[config.mk]
export PLATFORM = sky130hd
export DESIGN_NAME = sensor_word_crc_check_convert
export DESIGN_NICKNAME = d
export VERILOG_FILES = /design/src/rtl/swcc_pkg.sv /design/src/rtl/swcc_frame.sv /design/src/rtl/swcc_convert.sv /design/src/rtl/sensor_word_crc_check_convert.sv
export SDC_FILE = /design/constraint.sdc
export NUM_CORES = 1
export LEC_CHECK = 0
export ABC_AREA = 1
export BUFFER_PORTS_ARGS = -buffer_cell sky130_fd_sc_hd__clkbuf_2
export CAP_MARGIN = 5
export CORE_AREA = 10 10 228 230
export CTS_CLUSTER_SIZE = 24
export DETAILED_ROUTE_END_ITERATION = 10
export DIE_AREA = 0 0 238 240
export PLACE_DENSITY = 0.56
export SETUP_SLACK_MARGIN = 0.05
export SLEW_MARGIN = 20
export SYNTH_ARGS = -nofsm -noshare
export SYNTH_HDL_FRONTEND = slang
export SYNTH_SLANG_ARGS = --single-unit
export TNS_END_PERCENT = 5
[constraint.sdc]
create_clock -name clk -period 6.43 [get_ports clk]
set_input_delay 1.286 -clock clk [delete_from_list [all_inputs] [get_ports clk]]
set_output_delay 1.286 -clock clk [all_outputs]
set_load 0.01 [all_outputs]
[src/rtl/swcc_pkg.sv]
`default_nettype none

package swcc_pkg;

	// crc and conversion constants
	localparam logic [7:0]  CRC_INIT    = 8'hFF;
	localparam logic [7:0]  POLY_RESET  = 8'h31;
	localparam logic [7:0]  CRC_MSB     = 8'h80;
	localparam logic [14:0] TEMP_SPAN   = 15'd17500;
	localparam logic [14:0] TEMP_OFFSET = 15'd4500;
	localparam logic [13:0] HUM_SPAN    = 14'd10000;
	localparam logic [15:0] FULL_SCALE  = 16'hFFFF;

	// position of a byte within its triplet
	typedef enum logic [1:0] {
		POS_HIGH  = 2'd0,
		POS_LOW   = 2'd1,
		POS_CHECK = 2'd2
	} byte_pos_t;

	// one checked word handed from the framing stage to the converter
	typedef struct packed {
		logic [15:0] raw_word;
		logic        crc_ok;
		logic        word_index;
		logic        frame_done;
		logic        frame_error;
	} word_t;

	// one crc-8 byte step, msb first
	function automatic logic [7:0] crc8_step(
		input logic [7:0] crc,
		input logic [7:0] data,
		input logic [7:0] poly
	);
		logic [7:0] c;
		c = crc ^ data;
		for (int i = 0; i < 8; i++) begin
			if ((c & CRC_MSB) != 8'h00) begin
				c = {c[6:0], 1'b0} ^ poly;
			end else begin
				c = {c[6:0], 1'b0};
			end
		end
		return c;
	endfunction

endpackage

`default_nettype wire

[src/rtl/swcc_frame.sv]
`default_nettype none

module swcc_frame (
	input  wire logic            clk,
	input  wire logic            arst_n,
	input  wire logic            advance,
	input  wire logic [7:0]      poly,
	input  wire logic            in_valid,
	input  wire logic [7:0]      rx_byte,
	input  wire logic            last_in_frame,
	output logic                 valid_s1,
	output swcc_pkg::word_t      word_s1
);
	import swcc_pkg::*;

	byte_pos_t  pos_q;
	logic [7:0] crc_q;
	logic [7:0] high_q;
	logic [7:0] low_q;
	logic       count_q;
	logic       err_q;

	logic       accept;
	logic       is_check;
	logic [7:0] crc_next;
	logic       ok_now;
	logic       err_now;

	// transaction accepted whenever the pipeline moves
	assign accept   = in_valid & advance;
	assign is_check = (pos_q == POS_CHECK);
	assign crc_next = crc8_step(crc_q, rx_byte, poly);
	assign ok_now   = (crc_q == rx_byte);
	assign err_now  = err_q | ~ok_now;

	// triplet assembly, running crc and frame state
	always_ff @(posedge clk or negedge arst_n) begin
		if (!arst_n) begin
			pos_q    <= POS_HIGH;
			crc_q    <= CRC_INIT;
			high_q   <= 8'h00;
			low_q    <= 8'h00;
			count_q  <= 1'b0;
			err_q    <= 1'b0;
			valid_s1 <= 1'b0;
		end else begin
			if (advance) begin
				valid_s1 <= accept & is_check;
			end
			if (accept) begin
				if (is_check) begin
					pos_q    <= POS_HIGH;
					crc_q    <= CRC_INIT;
					if (last_in_frame) begin
						count_q <= 1'b0;
						err_q   <= 1'b0;
					end else begin
						count_q <= 1'b1;
						err_q   <= err_now;
					end
				end else begin
					if (pos_q == POS_LOW) begin
						low_q <= rx_byte;
					end else begin
						high_q <= rx_byte;
					end
					// frame end on a data byte drops the partial triplet
					if (last_in_frame) begin
						pos_q   <= POS_HIGH;
						crc_q   <= CRC_INIT;
						count_q <= 1'b0;
						err_q   <= 1'b0;
					end else begin
						pos_q <= (pos_q == POS_LOW) ? POS_CHECK : POS_LOW;
						crc_q <= crc_next;
					end
				end
			end
		end
	end

	// checked word payload
	always_ff @(posedge clk) begin
		if (accept && is_check) begin
			word_s1.raw_word    <= {high_q, low_q};
			word_s1.crc_ok      <= ok_now;
			word_s1.word_index  <= count_q;
			word_s1.frame_done  <= last_in_frame;
			word_s1.frame_error <= err_now;
		end
	end

	// a frame end always returns to the first byte of a triplet
	a_last_rewinds: assert property (@(posedge clk) disable iff (!arst_n)
		(accept && last_in_frame) |=> (pos_q == POS_HIGH && crc_q == CRC_INIT && !count_q))
		else $error("frame end did not clear triplet state");

	// a checksum byte always produces a word and restarts the crc
	a_check_emits: assert property (@(posedge clk) disable iff (!arst_n)
		(accept && is_check) |=> (valid_s1 && crc_q == CRC_INIT && pos_q == POS_HIGH))
		else $error("checksum byte did not emit a word");

	// data bytes never produce a word
	a_data_silent: assert property (@(posedge clk) disable iff (!arst_n)
		(advance && !(accept && is_check)) |=> !valid_s1)
		else $error("word emitted without a checksum byte");

endmodule

`default_nettype wire

[src/rtl/swcc_convert.sv]
`default_nettype none

module swcc_convert (
	input  wire logic              clk,
	input  wire logic              arst_n,
	input  wire logic              advance,
	input  wire logic              valid_s1,
	input  wire swcc_pkg::word_t   word_s1,
	output logic                   out_valid,
	output logic [15:0]            raw_word,
	output logic                   crc_ok,
	output logic                   word_index,
	output logic signed [14:0]     temperature_centi,
	output logic [13:0]            humidity_centi,
	output logic                   frame_done,
	output logic                   frame_error
);
	import swcc_pkg::*;

	logic        valid_s2;
	word_t       word_s2;
	logic [30:0] temp_prod_s2;
	logic [29:0] hum_prod_s2;

	logic        out_valid_q;
	word_t       word_q;
	logic [14:0] temp_q;
	logic [13:0] hum_q;

	logic [14:0] temp_q0;
	logic [16:0] temp_rem;
	logic [14:0] temp_quot;
	logic [13:0] hum_q0;
	logic [16:0] hum_rem;
	logic [13:0] hum_quot;

	// divide by 65535: quotient estimate plus one correction step
	assign temp_q0   = temp_prod_s2[30:16];
	assign temp_rem  = 17'(temp_prod_s2[15:0]) + 17'(temp_q0);
	assign temp_quot = temp_q0 + 15'(temp_rem >= 17'(FULL_SCALE));
	assign hum_q0    = hum_prod_s2[29:16];
	assign hum_rem   = 17'(hum_prod_s2[15:0]) + 17'(hum_q0);
	assign hum_quot  = hum_q0 + 14'(hum_rem >= 17'(FULL_SCALE));

	// valid bits of the multiply and output stages
	always_ff @(posedge clk or negedge arst_n) begin
		if (!arst_n) begin
			valid_s2    <= 1'b0;
			out_valid_q <= 1'b0;
		end else if (advance) begin
			valid_s2    <= valid_s1;
			out_valid_q <= valid_s2;
		end
	end

	// scale multiplies, then quotient and offset into the output register
	always_ff @(posedge clk) begin
		if (advance) begin
			word_s2      <= word_s1;
			temp_prod_s2 <= 31'(word_s1.raw_word) * 31'(TEMP_SPAN);
			hum_prod_s2  <= 30'(word_s1.raw_word) * 30'(HUM_SPAN);
			word_q       <= word_s2;
			temp_q       <= temp_quot - TEMP_OFFSET;
			hum_q        <= hum_quot;
		end
	end

	assign out_valid         = out_valid_q;
	assign raw_word          = word_q.raw_word;
	assign crc_ok            = word_q.crc_ok;
	assign word_index        = word_q.word_index;
	assign temperature_centi = signed'(temp_q);
	assign humidity_centi    = hum_q;
	assign frame_done        = word_q.frame_done;
	assign frame_error       = word_q.frame_error;

	// converted values stay within the sensor scale
	a_hum_range: assert property (@(posedge clk) disable iff (!arst_n)
		out_valid_q |-> (hum_q <= HUM_SPAN))
		else $error("humidity out of range");

	a_temp_range: assert property (@(posedge clk) disable iff (!arst_n)
		out_valid_q |-> (temperature_centi >= -16'sd4500 && temperature_centi <= 16'sd13000))
		else $error("temperature out of range");

	// a failed checksum is always reflected in the frame error
	a_err_sticky: assert property (@(posedge clk) disable iff (!arst_n)
		(out_valid_q && !word_q.crc_ok) |-> word_q.frame_error)
		else $error("checksum failure missing from frame error");

endmodule

`default_nettype wire

[src/rtl/sensor_word_crc_check_convert.sv]
// Checks and converts sensor response bytes.
// Input channel: one byte per transaction (rx_byte, last_in_frame), in_valid/in_stall.
// Bytes group as high data byte, low data byte, crc-8 byte (msb first, init 0xFF,
// polynomial from crc_polynomial, written with cfg_write; resets to 0x31).
// Output channel: one transaction per checksum byte with the 16-bit word, crc_ok,
// word_index, temperature and humidity in hundredths, frame_done and a sticky
// frame_error; out_valid/out_stall. Data bytes produce no output transaction.
// last_in_frame on a data byte drops the partial triplet and ends the frame.
// Pipeline: a checksum byte passes the framing and crc, scale multiply and divide
// correction registers in order; the last drives out_valid. Throughput: one byte
// per cycle while in_stall is low; the single byte-wide crc step and the pipeline
// advance set that figure. Write the polynomial only while idle; not enforced.
// Stall: while out_valid is high and out_stall is high the whole pipeline holds and
// in_stall is high; otherwise every stage advances each cycle.
// Reset (arst_n low): triplet position, crc, frame state and all valid bits clear,
// so no output transaction is pending after reset.
`default_nettype none

module sensor_word_crc_check_convert (
	input  wire logic               clk,
	input  wire logic               arst_n,
	input  wire logic               cfg_write,
	input  wire logic [7:0]         crc_polynomial,
	input  wire logic               in_valid,
	output logic                    in_stall,
	input  wire logic [7:0]         rx_byte,
	input  wire logic               last_in_frame,
	output logic                    out_valid,
	input  wire logic               out_stall,
	output logic [15:0]             raw_word,
	output logic                    crc_ok,
	output logic                    word_index,
	output logic signed [14:0]      temperature_centi,
	output logic [13:0]             humidity_centi,
	output logic                    frame_done,
	output logic                    frame_error
);
	import swcc_pkg::*;

	logic       advance;
	logic [7:0] poly_q;
	logic       valid_s1;
	word_t      word_s1;

	// pipeline moves unless a finished transaction is held by the receiver
	assign advance  = ~(out_valid & out_stall);
	assign in_stall = ~advance;

	// polynomial register
	always_ff @(posedge clk or negedge arst_n) begin
		if (!arst_n) begin
			poly_q <= POLY_RESET;
		end else if (cfg_write) begin
			poly_q <= crc_polynomial;
		end
	end

	swcc_frame u_frame (
		.clk           (clk),
		.arst_n        (arst_n),
		.advance       (advance),
		.poly          (poly_q),
		.in_valid      (in_valid),
		.rx_byte       (rx_byte),
		.last_in_frame (last_in_frame),
		.valid_s1      (valid_s1),
		.word_s1       (word_s1)
	);

	swcc_convert u_convert (
		.clk               (clk),
		.arst_n            (arst_n),
		.advance           (advance),
		.valid_s1          (valid_s1),
		.word_s1           (word_s1),
		.out_valid         (out_valid),
		.raw_word          (raw_word),
		.crc_ok            (crc_ok),
		.word_index        (word_index),
		.temperature_centi (temperature_centi),
		.humidity_centi    (humidity_centi),
		.frame_done        (frame_done),
		.frame_error       (frame_error)
	);

endmodule

`default_nettype wire

==> impl_metrics.csv <==
group,metric,value,unit
status,status,"completed",
die,num_io_pins,73,
worst_setup_path,cp-endpoint,"u_convert.hum_prod_s2[28]",
synth,synth_nets,1758,
worst_setup_path,rr_startpoint,"u_frame.word_s1[8]",
clock_network,cts_tree,"built",
die,coreArea,47300,µm²
clock_network,clock-sinks,178,
sta,rsz0062_at_grt,"no",
grt,grt_max_degree,69,
drt,viasPerCell,4.43,
synth,synth_xor_area_share,5.75,%
placed_design,dp_slack,852,ps
worst_setup_path,r2r_slack,930,ps
grt,grt_overflow,0,
synth,synthCells,1460,
synth,yosys_warnings,0,
hold_path,min_from,"u_convert.word_s2[1]",
worst_setup_path,critPathKind,"flip-flop to flip-flop",
drt,drc_errors,0,
synth,netlist_area,14100,µm²
power,power_frac_comb,54.1,%
clock_network,clockBufferDepth,2,
sta,fin_crit,5500,ps
drt,drtIter0Drc,515,
synth,avgSynthCellArea,9.65,µm²
drt,drt-pass1-iter-count,5,
grt,grt_pass1_vias,9757,
worst_setup_path,path_max_fanout,8,
die,die_area,57100,µm²
drt,wirelength,30.3,mm
clock_network,cts.clk_slew.worst_paths,70,ps
worst_setup_path,start_kind,"flip-flop",
cells_and_area,fin_nets,1835,
drt,vias,9586,
synth,synthMuxAreaShare,0,%
synth,synth_cell_types,49,
power,pwr_density_cell,447,nW/µm²
grt,grt_pass1_wl,49.9,mm
clock_network,ctsResizeCount,0,
worst_setup_path,cp.arrival,5730,ps
sta,max_slew_margin,38.1,%
drt,antenna_left,0,
drt,routedWlPerCell,14.0,µm
cells_and_area,drive_gt1_share,10.6,%
placed_design,gp_congestion,0.850,
clock_network,clk_latency,480,ps
synth,synthAdderAreaFrac,28.9,%
power,finalPower,7.07,mW
sta,hold_viol,0,
power,pwr-share-seq,29.7,%
synth,yosysSeqAreaShare,36.6,%
sta,worst_hold_slack,416,ps
sta,slew_viol_final,0,
clock_network,numCtsBuffers,17,
die,start_util,29.8,%
die,rows,80,
cells_and_area,synthToLayoutAreaGrowth,12.2,%
sta,tightest_slew,928,ps
die,die_y,240,µm
sta,fin_crit_sh,85.5,%
hold_path,hp-class,"flip-flop to flip-flop",
sta,tns,0,ps
sta,setup_viol,0,
synth,ys_async_sr_fraction,21.9,%
placed_design,dpl.hpwl,24.0,mm
sta,postLayoutSetupSlackWorst,932,ps
synth,synth_edf_count,139,
placed_design,numPlacedInstances,2133,
worst_setup_path,crit_path_start,"u_frame.word_s1[8]",
placed_design,port_buffers,72,
clock_network,cts_root_buf,"clkbuf_16",
cells_and_area,final_cells,2166,
job,max-cap-violations,0,
grt,grt_usage,11.1,%
power,p_leak,7.93,nW
power,switching_power,3.08,mW
worst_setup_path,cp_data_required_time,6660,ps
worst_setup_path,worstSetupEndpointType,"flip-flop",
worst_setup_path,worstReg2RegEnd,"u_convert.hum_prod_s2[28]",
power,p_int,4.00,mW
clock_network,postCtsHoldBufs,0,
synth,synth-main-ff-cell,"edfxtp_1",
sta,clock.fmax,182,MHz
die,die_w,238,µm
power,p_clk_share,16.1,%
synth,synth-seq-cells,178,
clock_network,post-cts-setup-buffers,0,
power,p_sw_share,43.5,%
synth,synth_top_family_by_area,"adder cells",
synth,synthSimpleGateAreaFrac,13.2,%
worst_setup_path,reg2regPathDepth,26,
power,irDropWorstVdd,204,µV
grt,grt_antenna_before_repair,1,
synth,synth_compound_area_share,6.24,%
clock_network,h-tree-depth,4,
sta,fin_skew,13.8,ps
==> how the worst min path moves through the flow <==
stage | to | cells after the start | slack [ps]
2_1_floorplan | u_convert.crc_ok | 0 | 400
3_3_place_gp | u_convert.raw_word[7] | 0 | 400
3_5_place_dp | u_convert.frame_done | 0 | 400
4_1_cts | u_convert.frame_done | 0 | 420
5_1_grt | u_convert.frame_done | 0 | 430
6_report | u_convert.frame_done | 0 | 420
==> layout by cell type, fill, tap and decap left out, types with 21 or more instances in the layout <==
cell type  Yosys  routed
dfrtp_1       28      28
xor2_1        60      60
xnor2_1       27      27
ha_1         194     194
inv_1        314     314
nand3_1       70      70
nand2_1      242     241
edfxtp_1     139     139
fa_1          82      82
o21ai_0       54      54
nor2_1        51      50
a21oi_1       64      64
clkbuf_2       0      71
clkbuf_16      0      21
==> state kept, by name (all words and copies together) (netlist names) <==
register	cells
u_convert.raw_word	16
u_frame.count_q	1
u_convert.out_valid	1
u_convert.temp_prod_s2	28
u_convert.word_s2	20
u_convert.word_index	1
u_convert.humidity_centi	14
u_convert.frame_error	1
u_frame.valid_s1	1
u_convert.crc_ok	1
poly_q	8
u_frame.pos_q	2
u_frame.high_q	8
u_convert.frame_done	1
u_frame.crc_q	8
u_frame.word_s1	20
u_convert.valid_s2	1
u_convert.temperature_centi	15
u_frame.err_q	1
u_convert.hum_prod_s2	22
u_frame.low_q	8
==> per-stage QoR <==
step	util [%]	area, µm²
after floorplan	-	14100
after global placement	32.0	15100
after detailed placement	32.0	15100
after CTS	33.4	15800
after global routing	33.4	15800
final	33.4	15800
==> power groups by stage <==
stage	registers [mW]	clock network, mW	logic, mW
final	2.10	1.14	3.83
after global routing	2.15	1.23	4.46
after global placement	2.13	0	3.80
after floorplan	2.07	0	3.00
after detailed placement	2.13	0	3.86
after CTS	2.11	1.19	3.89
==> per-layer routing <==
| metal | wire, µm | GRT usage, % |
|---|---|---|
| met1 | 13600 | 13.3 |
| met2 | 14900 | 19.0 |
| met4 | 666 | 4.39 |
| met5 | 0 | 0 |
| met3 | 1080 | 2.72 |
==> Yosys cell counts (all sizes together) (2+ instances only) <==
library cell,instances,area share (%)
inv,321,8.6
dfrtp,28,5.0
nand2,259,7.3
nand3,76,3.0
or2,5,0.22
ha,194,17
o21bai,9,0.48
nor4,2,0.089
o221ai,2,0.12
fa,82,12
a21o,2,0.11
o21a,2,0.11
a21boi,2,0.11
a21oi,64,2.3
edfxtp,139,30
clkbuf,7,0.19
o21ai,56,2.0
nor3,10,0.36
xor2,60,3.7
a31oi,4,0.18
xnor2,30,2.0
o31ai,2,0.11
buf,10,0.56
nand2b,2,0.089
o22ai,4,0.18
nand4,6,0.27
o2111ai,2,0.12
o211ai,5,0.27
dfstp,11,2.1
and2,2,0.089
nor2,57,1.7
==> area by class of cell <==
cell class | instances | area [µm²]
Fill cell | 4853 | 31500
Multi-Input combinational cell | 944 | 7630
Sequential cell | 178 | 5160
Inverter | 321 | 1200
Tap cell | 615 | 769
Clock buffer | 23 | 553
Timing Repair Buffer | 75 | 383
Clock inverter | 9 | 98.8
Antenna cell | 1 | 2.50
==> cells by family (layout without fill, tap and decap cells) <==
family	count (synthesis)	after routing
AO/OA/AOI/OAI	157	157
XOR/XNOR	90	90
flip-flops	178	178
other	0	1
AND/OR/NAND/NOR	421	421
adder cells (fa/ha/maj)	276	276
buffers and inverters	338	428
==> worst max-delay path, cell delays in order, from the launching register on <==
cell and delay [ps]:
edfxtp_1 570, inv_1 200, fa_1 570, inv_1 40, ha_1 260, inv_1 50
fa_1 520, inv_1 40, ha_1 260, inv_1 50, fa_1 490, inv_1 40
ha_1 310, inv_1 90, o21bai_1 80, a21oi_1 200, o21ai_0 150, a21boi_0 280
o21ai_0 160, a21boi_0 290, o21ai_0 170, nand2_1 80, nand2_1 40, a21oi_1 150
inv_1 50, nand2_1 50, nand2_1 50
(Power assumes the default switching activity.)
